File: src/sv/slrg_pkg.sv
// Shared types and constants of the shuffled Lehmer random generator.
// No dependencies; imported by slrg_lcg_unit and the top level.
package slrg_pkg;

    localparam int VALUE_W      = 31;
    localparam int MUL_W        = 17;
    localparam int PROD_W       = VALUE_W + MUL_W;
    localparam int WARMUP_STEPS = 8;

    typedef logic [VALUE_W-1:0] value_t;

    localparam value_t           LCG_MOD = 31'h7fffffff;
    localparam logic [MUL_W-1:0] LCG_MUL = 17'h10ff5;

    typedef enum logic [5:0] {
        ST_IDLE  = 6'b000001,
        ST_DIV   = 6'b000010,
        ST_MUL   = 6'b000100,
        ST_FOLD  = 6'b001000,
        ST_READ  = 6'b010000,
        ST_WRITE = 6'b100000
    } seq_state_t;

endpackage

File: src/sv/slrg_lcg_unit.sv
// Shared generator step: registered product seed * 69621, then Mersenne fold mod 2^31-1.
// Depends on slrg_pkg.
module slrg_lcg_unit
    import slrg_pkg::*;
(
    input  logic   clk,
    input  logic   load,
    input  value_t seed,
    output value_t next_seed
);

    logic [PROD_W-1:0] prod_reg;
    logic [VALUE_W:0]  fold_sum;
    logic [VALUE_W:0]  fold_red;

    always_ff @(posedge clk)
    begin
        if (load)
        begin
            prod_reg <= PROD_W'(seed) * PROD_W'(LCG_MUL);
        end
    end

    always_comb
    begin
        fold_sum = {1'b0, prod_reg[VALUE_W-1:0]} + (VALUE_W + 1)'(prod_reg[PROD_W-1:VALUE_W]);
        if (fold_sum >= {1'b0, LCG_MOD})
        begin
            fold_red = fold_sum - {1'b0, LCG_MOD};
        end
        else
        begin
            fold_red = fold_sum;
        end
    end

    assign next_seed = fold_red[VALUE_W-1:0];

endmodule

File: src/sv/shuffled_lehmer_random_generator_unit.sv
// Top level of the shuffled Lehmer random generator: sequencer, shuffle memory, output register.
// Depends on slrg_pkg and slrg_lcg_unit.
//
// A draw beat runs from acceptance through one state that picks the
// table entry by a constant reciprocal multiply of the last output, one multiply and one fold
// state in the shared generator unit, a registered memory read and the table write-back. The
// write-back waits while the output register still holds an untaken result. A reseed beat
// runs TABLE_DEPTH + 8 generator steps, each passing the shared unit's multiply and fold
// states. A reseed returns no result; the input side is stalled while a beat is in
// work, and a finished draw waits in the output register while the next beat is accepted.
module shuffled_lehmer_random_generator_unit
    import slrg_pkg::*;
#(
    parameter int TABLE_DEPTH = 32
)
(
    input  logic   clk,
    input  logic   rst_n,
    input  logic   in_valid,
    output logic   in_stall,
    input  logic   operation,
    input  value_t seed_value,
    output logic   out_valid,
    input  logic   out_stall,
    output value_t random_value
);

    localparam int AW = (TABLE_DEPTH > 1) ? $clog2(TABLE_DEPTH) : 1;
    localparam int CW = $clog2(TABLE_DEPTH + WARMUP_STEPS);
    localparam longint unsigned PICK_DIV = 64'd1 + 64'd2147483646 / 64'(TABLE_DEPTH);
    localparam int PICK_SH = VALUE_W + $clog2(PICK_DIV);
    localparam longint unsigned PICK_RCP = ((64'd1 << PICK_SH) + PICK_DIV - 64'd1) / PICK_DIV;
    localparam int PW = 2 * VALUE_W + 1;

    seq_state_t     state_reg, state_next;
    logic           op_reg, op_next;
    logic           seeded_reg, seeded_next;
    logic           out_valid_reg, out_valid_next;
    logic [CW-1:0]  count_reg, count_next;
    value_t         seed_reg, seed_next;
    value_t         last_reg, last_next;
    logic [AW-1:0]  quot_reg, quot_next;
    value_t         result_reg, result_next;

    value_t         shuffle_mem [TABLE_DEPTH];
    value_t         rdata_reg;
    value_t         rdata;

    logic           mem_we;
    logic [AW-1:0]  mem_waddr;
    value_t         mem_wdata;
    logic [AW-1:0]  pick_idx;
    logic [PW-1:0]  pick_prod;
    logic [AW-1:0]  pick_quot;
    logic           lcg_load;
    value_t         lcg_result;
    logic           out_take;

    slrg_lcg_unit u_lcg
    (
        .clk       (clk),
        .load      (lcg_load),
        .seed      (seed_reg),
        .next_seed (lcg_result)
    );

    assign lcg_load     = (state_reg == ST_MUL);
    assign in_stall     = (state_reg != ST_IDLE);
    assign out_valid    = out_valid_reg;
    assign random_value = result_reg;
    assign out_take     = out_valid_reg && !out_stall;
    assign rdata        = seeded_reg ? rdata_reg : '0;

    assign pick_prod = PW'(last_reg) * PW'(PICK_RCP);
    assign pick_quot = pick_prod[PICK_SH +: AW];

    always_comb
    begin
        if ({1'b0, quot_reg} >= (AW + 1)'(TABLE_DEPTH))
        begin
            pick_idx = AW'(TABLE_DEPTH - 1);
        end
        else
        begin
            pick_idx = quot_reg;
        end
    end

    always_comb
    begin
        state_next     = state_reg;
        op_next        = op_reg;
        seeded_next    = seeded_reg;
        out_valid_next = out_valid_reg;
        count_next     = count_reg;
        seed_next      = seed_reg;
        last_next      = last_reg;
        quot_next      = quot_reg;
        result_next    = result_reg;
        mem_we         = 1'b0;
        mem_waddr      = pick_idx;
        mem_wdata      = seed_reg;

        if (out_take)
        begin
            out_valid_next = 1'b0;
        end

        case (state_reg)
            ST_IDLE:
            begin
                if (in_valid)
                begin
                    op_next = operation;
                    if (operation)
                    begin
                        seed_next  = seed_value;
                        count_next = CW'(TABLE_DEPTH + WARMUP_STEPS - 1);
                        state_next = ST_MUL;
                    end
                    else
                    begin
                        state_next = ST_DIV;
                    end
                end
            end
            ST_DIV:
            begin
                quot_next  = pick_quot;
                state_next = ST_MUL;
            end
            ST_MUL:
            begin
                state_next = ST_FOLD;
            end
            ST_FOLD:
            begin
                seed_next = lcg_result;
                if (op_reg)
                begin
                    if (count_reg < CW'(TABLE_DEPTH))
                    begin
                        mem_we    = 1'b1;
                        mem_waddr = count_reg[AW-1:0];
                        mem_wdata = lcg_result;
                    end
                    if (count_reg == '0)
                    begin
                        last_next   = lcg_result;
                        seeded_next = 1'b1;
                        state_next  = ST_IDLE;
                    end
                    else
                    begin
                        count_next = count_reg - 1'b1;
                        state_next = ST_MUL;
                    end
                end
                else
                begin
                    state_next = ST_READ;
                end
            end
            ST_READ:
            begin
                state_next = ST_WRITE;
            end
            ST_WRITE:
            begin
                if (!out_valid_reg || !out_stall)
                begin
                    mem_we         = 1'b1;
                    last_next      = rdata;
                    result_next    = rdata;
                    out_valid_next = 1'b1;
                    state_next     = ST_IDLE;
                end
            end
            default:
            begin
                state_next = ST_IDLE;
            end
        endcase
    end

    always_ff @(posedge clk or negedge rst_n)
    begin
        if (!rst_n)
        begin
            state_reg     <= ST_IDLE;
            op_reg        <= 1'b0;
            seeded_reg    <= 1'b0;
            out_valid_reg <= 1'b0;
            count_reg     <= '0;
            seed_reg      <= '0;
            last_reg      <= '0;
            quot_reg      <= '0;
            result_reg    <= '0;
        end
        else
        begin
            state_reg     <= state_next;
            op_reg        <= op_next;
            seeded_reg    <= seeded_next;
            out_valid_reg <= out_valid_next;
            count_reg     <= count_next;
            seed_reg      <= seed_next;
            last_reg      <= last_next;
            quot_reg      <= quot_next;
            result_reg    <= result_next;
        end
    end

    always_ff @(posedge clk)
    begin
        if (mem_we)
        begin
            shuffle_mem[mem_waddr] <= mem_wdata;
        end
    end

    always_ff @(posedge clk)
    begin
        if (state_reg == ST_READ)
        begin
            rdata_reg <= shuffle_mem[pick_idx];
        end
    end

    a_out_from_write: assert property (@(posedge clk) disable iff (!rst_n)
        $rose(out_valid_reg) |-> $past(state_reg == ST_WRITE))
        else $error("result appeared outside the write-back step");

    a_reseed_done: assert property (@(posedge clk) disable iff (!rst_n)
        (state_reg == ST_FOLD && op_reg && count_reg == '0) |=>
            (seeded_reg && state_reg == ST_IDLE))
        else $error("reseed did not finish after the last fill step");

    a_pick_in_range: assert property (@(posedge clk) disable iff (!rst_n)
        (state_reg == ST_READ) |-> ({1'b0, quot_reg} < (AW + 1)'(TABLE_DEPTH)))
        else $error("picked table entry beyond the table depth");

    a_last_below_mod: assert property (@(posedge clk) disable iff (!rst_n)
        (last_reg != LCG_MOD))
        else $error("last output reached the modulus");

    a_draw_holds_table: assert property (@(posedge clk) disable iff (!rst_n)
        (mem_we && !op_reg) |-> (state_reg == ST_WRITE && mem_waddr == pick_idx))
        else $error("draw wrote the table outside the write-back step");

endmodule
File: config.mk
export PLATFORM = sky130hd
export DESIGN_NAME = shuffled_lehmer_random_generator_unit
export DESIGN_NICKNAME = d
export VERILOG_FILES = /design/src/sv/slrg_pkg.sv /design/src/sv/slrg_lcg_unit.sv /design/src/sv/shuffled_lehmer_random_generator_unit.sv
export SDC_FILE = /design/constraint.sdc
export NUM_CORES = 2
export LEC_CHECK = 0
export BUFFER_PORTS_ARGS = -buffer_cell sky130_fd_sc_hd__buf_2
export CORE_ASPECT_RATIO = 2
export CORE_UTILIZATION = 60
export DETAILED_ROUTE_END_ITERATION = 6
export GPL_TIMING_DRIVEN = 0
export PLACE_DENSITY = 0.88
export SLEW_MARGIN = 20
export SYNTH_ARGS = -nofsm -noshare
export SYNTH_HDL_FRONTEND = slang
export SYNTH_HIERARCHICAL = 1
export SYNTH_SLANG_ARGS = --single-unit
export TNS_END_PERCENT = 10
File: constraint.sdc
create_clock -name clk -period 11.5 [get_ports clk]
set_input_delay 2.3 -clock clk [delete_from_list [all_inputs] [get_ports clk]]
set_output_delay 2.3 -clock clk [all_outputs]
set_load 0.05 [all_outputs]
After elaboration in Yosys (flattened, before gate mapping)
Memories as Yosys holds them, arrays and structs flattened. A register that Yosys moved wholly into a read port is not among the register bits.
Cells that the tools add are included.
{"block": "word_totals", "output_inout_bits": 33, "elab_cells": 79, "mem_count": 1, "reg_bits": 161, "inputBits": 36, "ramBits": 992, "latchBits": 0, "romBits": 0}
{"block": "classes", "n_addsub": 3, "multipliers": 1, "mux": 35, "n_shift": 0, "div": 0, "bitwise": 0, "n_reduce_logical": 14, "n_eq_ne": 13, "n_lt_le_gt_ge": 2}
{"name": "shuffle_mem", "depth": 32, "width": 31, "read_ports": 1, "rd_clocked_by_memory_dff": 1, "write_ports": 1, "line": "shuffled_lehmer_random_generator_unit.sv:45", "rtl": "value_t shuffle_mem [TABLE_DEPTH];"}
{"operator": "$mux 31", "count": 10}
{"operator": "$pmux 31 s2", "count": 2}
{"operator": "$mul 31x17->48 const B", "count": 1}
{"operator": "$mux 6", "count": 7}
{"operator": "$pmux 6 s6", "count": 1}
{"operator": "$add 31x17->32", "count": 1}
{"operator": "$ge 32x31->1 const B", "count": 1}
{"operator": "$sub 31x31->31 const B", "count": 1}
{"operator": "$mux 5", "count": 3}
{"operator": "$ne 2x2->1 const B", "count": 6}
{"operator": "$pmux 6 s2", "count": 1}
{"operator": "$mux 1", "count": 8}
{"operator": "$eq 6x1->1 const B", "count": 1}
{"operator": "$eq 6x2->1 const B", "count": 1}
{"operator": "$eq 6x3->1 const B", "count": 1}
{"operator": "$eq 6x4->1 const B", "count": 1}
{"operator": "$eq 6x5->1 const B", "count": 1}
{"operator": "$eq 6x6->1 const B", "count": 1}
{"operator": "$logic_not 6->1", "count": 1}
{"operator": "$lt 6x6->1 const B", "count": 1}
{"operator": "$mux 3", "count": 2}
{"operator": "$ne 6x1->1 const B", "count": 1}
{"operator": "$reduce_and 2->1", "count": 3}
{"operator": "$reduce_and 3->1", "count": 2}
{"operator": "8 further kinds", "count": 10}

Depth between registers and ports, before layout
{"block": "depth", "depth_word": 6, "depth_mapped": 22, "ltp_nobuf": 22}

Cells and area by module
The synthesis kept the hierarchy.
{"module": "shuffled_lehmer_random_generator_unit", "n_inst": 1, "area_per_inst_um2": 43825.8, "cells_per_inst": 2709, "seq_area_each_um2": 32897.8}
{"module": "slrg_lcg_unit", "n_inst": 1, "area_per_inst_um2": 13336.5, "cells_per_inst": 1367, "seq_area_each_um2": 1441.4}

Worst setup path after synthesis
Ideal clock, no wire load.
{"block": "synth_timing", "kind": "reg-to-reg", "from": "register seed_reg[7]", "to": "register u_lcg.prod_reg[47], data pin", "stages_incl_launch_ff": 22, "path_buffers": 0, "setup_time_ns": 0.254, "required_ns": 11.246, "setup_slack_ns": 5.183, "arrival_ns": 6.063, "synth_period_minus_slack_ns": 6.317, "path_cell_list": "dfrtp_1 > fa_1 > inv_1 > fa_1 > fa_1 > inv_1 > fa_1 > fa_1 > inv_1 > fa_1 > inv_1 > ha_1 > a21oi_1 > o21ai_0 > a2bb2oi_1 > nor3_1 > o31ai_1 > o41ai_1 > o31ai_1 > a21oi_1 > o21ai_0 > a21o_1"}
{"block": "synth_between", "elab_chain_len": 1}
{"item": "start, declared", "line": "shuffled_lehmer_random_generator_unit.sv:40", "rtl": "value_t seed_reg, seed_next;"}
{"item": "start signal, assigned", "line": "shuffled_lehmer_random_generator_unit.sv:207", "rtl": "seed_reg <= seed_next;"}
{"item": "$mul 31x17->48", "line": "slrg_lcg_unit.sv:20", "rtl": "prod_reg <= PROD_W'(seed) * PROD_W'(LCG_MUL);"}
{"item": "end signal, assigned", "line": "slrg_lcg_unit.sv:20"}
{"item": "end, declared", "line": "slrg_lcg_unit.sv:12", "rtl": "logic [PROD_W-1:0] prod_reg;"}
Every way passes these cells.
A chain may end at the register's enable or synchronous reset.

Worst setup path after layout
{"block": "layout_timing", "from": "register seed_reg[13]", "to": "register u_lcg.prod_reg[41], data pin"}
Same word-level chain as after synthesis.

==> metrics.yaml <==
clocking:
  clk_pin_slew_worst_paths_ns: 0.08
  root_buffer: "clkbuf_16"
  cts.path.max_buffers: 3
  cts_tree: "yes"
  clock_latency_ns: 0.71
  cts_setup_buffers: 0
  cts_resized: 0
  htree_levels: 3
  postCtsHoldBufs: 0
  cts_inserted_buffers: 93
  clock-sinks: 1158
sta:
  setup_violations: 0
  fin_tns_setup_ns: 0
  clock_skew_ns: 0.02921
  period_minus_slack_ns: 7.902
  tightestPinTransition_ns: 1.221
  period_share: 0.6872
  hold_violations: 0
  max_freq_ghz: 0.1265
  slew_headroom: 0.1840
  timing.final.max_slew_violations: 0
  rsz0062_at_grt: "no"
drt:
  avgViaCountPerCell: 6.390
  drc: 42
  drt-total-wl_mm: 155.8
  dr.pass1.iters: 7
  ant_nets: 0
  dr.first_iter.drc_count: 3170
  route.vias.total: 35530
  wl_per_cell_um: 28.02
cells_and_area:
  final_cell_mix: "edfxtp_1 (1071), mux2i_1 (530), inv_1 (381), nand2_1 (325), ha_1 (226)"
  final_core_util: 0.6715
  drive_gt1_frac: 0.09494
  final_common_cell: "edfxtp_1"
  nets: 4760
  area_delta_synth_final_pct: 10.54
  largest_reg_flops: 992
logic_synthesis:
  yosys_register_bits: 1158
  syn-mean-instance-area_sq_um: 14.02
  yosysTopAreaCell: "edfxtp_1"
  yosysTopAreaCellShare: 0.5626
  synth-main-ff-cell: "edfxtp_1"
  synth_edf_count: 1071
  async_flop_share: 0.07513
  syn_area_sq_mm: 0.05716
  postSynthNetCount: 4563
  ys_types: 83
  yosysWarnings: 6
  seq_area_frac_synth: 0.6007
  yosys-top-cells-area: "edfxtp_1 (56%), mux2i_1 (9.3%), fa_1 (7.9%)"
  synth_cells: 4076
critical_path:
  cp-start-kind: "flip-flop"
  cp_max_fo: 10
  end_kind: "flip-flop"
  cp_slowest_cell: "dfrtp_1"
  worstPathCellList: "fa_1 -> inv_1 -> fa_1 -> fa_1 -> inv_1 -> fa_1 -> fa_1 -> inv_1 -> fa_1 -> inv_1 -> ha_1 -> nand4_1 -> or2_2 -> a2111oi_0 -> nor3_2 -> o31ai_1 -> o41ai_1 -> o21ai_0 -> a31oi_1 -> xnor2_1"
  cp_slowest_stage_delay_ns: 0.89
  crit_top_cell: "fa_1"
  cp_data_required_time_ns: 11.98
  reg2reg_slack_ns: 3.60
  arrival_ns: 8.38
  worst-setup-path-type: "reg -> reg"
global_routing:
  grtUsageMet2: 0.5901
  grt_max_degree: 57
  grt_pass1_vias: 37490
  antenna_found_initial: 3
  busiest_layer: "met2"
  gr-usage-met3: 0.05109
  grt-ovfl-total: 0
  grt_pass1_wl_mm: 227.3
  grt_use_met1: 0.3123
  grtUsageTotal: 0.3292
place:
  dpl.hpwl_mm: 113.1
  globalplace.congestion: 1.008
  portBuffers: 68
floorplan:
  ios: 69
  rows: 159
  dieArea_sq_mm: 0.09658
  fp.dieW_um: 220.3
  initial_core_util: 0.6075
  die_y_um: 438.5
  core_sq_mm: 0.09410
outcome:
  status: "finished with violations"
  violations: "DRC"
flow_run:
  maxCapViolCount: 0
worst_hold_path:
  hp-class: "reg -> reg"
-- area by class of cell --
| type | count | area [sq um] |
|---|---|---|
| flip-flops and latches | 1158 | 34340 |
| multi-input cells | 2363 | 20850 |
| well taps | 1207 | 1510 |
| repair buffers | 102 | 1204 |
| inverters | 382 | 1434 |
| diodes | 3 | 7.507 |
| plain buffers | 173 | 833.3 |
| fillers | 6131 | 30910 |
| clock inverters | 57 | 590.6 |
| clock buffers | 115 | 2420 |
-- per-layer routing --
layer	vias to the layer above	share of wire
met1	17550	0.30
met3	719	0.062
met4	2	0.11
li1	15270	-
met2	1990	0.53
met5	-	0.000064
-- cells in the mapped netlist (60+ instances only) --
cell      instances
ha_1            226
nand3_1         111
o21ai_0          95
inv_1           381
a22o_1           63
nor2_1           99
edfxtp_1       1071
a22oi_1          99
a21oi_1         159
xnor2_1          64
buf_2            60
mux2i_1         530
fa_1            225
clkbuf_1         75
nand2_1         339
dfrtp_1          86
-- stage by stage --
stage / std cells / setup WS [ns] / hold slack, ns / area (sq um)
global route: 5558 / 3.431 / 0.4996 / 63180
detailed placement: 5385 / 3.725 / 0.4661 / 60140
floorplan: 4076 / 5.183 / 0.4782 / 57160
global placement: 5351 / 3.311 / 0.4596 / 59010
CTS: 5557 / 3.668 / 0.4816 / 63150
finish: 5560 / 3.598 / 0.4737 / 63190
-- critical path: cells and delay by family (launching register included) --
family	cells	cell delay (ns)
XOR/XNOR	1	0.34
adder cells (fa/ha/maj)	7	3.51
buffers and inverters	4	0.26
AO/OA/AOI/OAI	5	1.87
AND/OR/NAND/NOR	3	0.79
flip-flops	1	0.89
-- path summary, 6_finish.rpt --
path	startpoint	depth (start not counted)	to
worst max-delay path	seed_reg[13]$_DFFE_PN0P_	20	u_lcg/prod_reg[41]$_DFFE_PP_
worst min-delay path	random_value[5]$_DFFE_PN0P_	2	random_value[5]$_DFFE_PN0P_
worst max register to register	seed_reg[13]$_DFFE_PN0P_	20	u_lcg/prod_reg[41]$_DFFE_PP_
worst min register to register	random_value[5]$_DFFE_PN0P_	2	random_value[5]$_DFFE_PN0P_
max in group asynchronous	rst_n	2	state_reg[0]$_DFFE_PN1P_
min in group asynchronous	rst_n	1	random_value[11]$_DFFE_PN0P_
-- logic make-up (layout without fill, tap and decap cells) --
logic type,count (synthesis),count (layout),share of synthesized area
compound gates,591,591,0.06915
xor+xnor,83,83,0.01285
fa+ha+maj,451,451,0.1283
buf+inv,555,829,0.03966
flops,1158,1158,0.6007
mux,536,536,0.09399
other cells,0,3,0
simple gates,702,702,0.05536
Power is left out: the tool's default activity adds up to more than one toggle a clock period on the data nets, which glitch-free logic cannot reach.
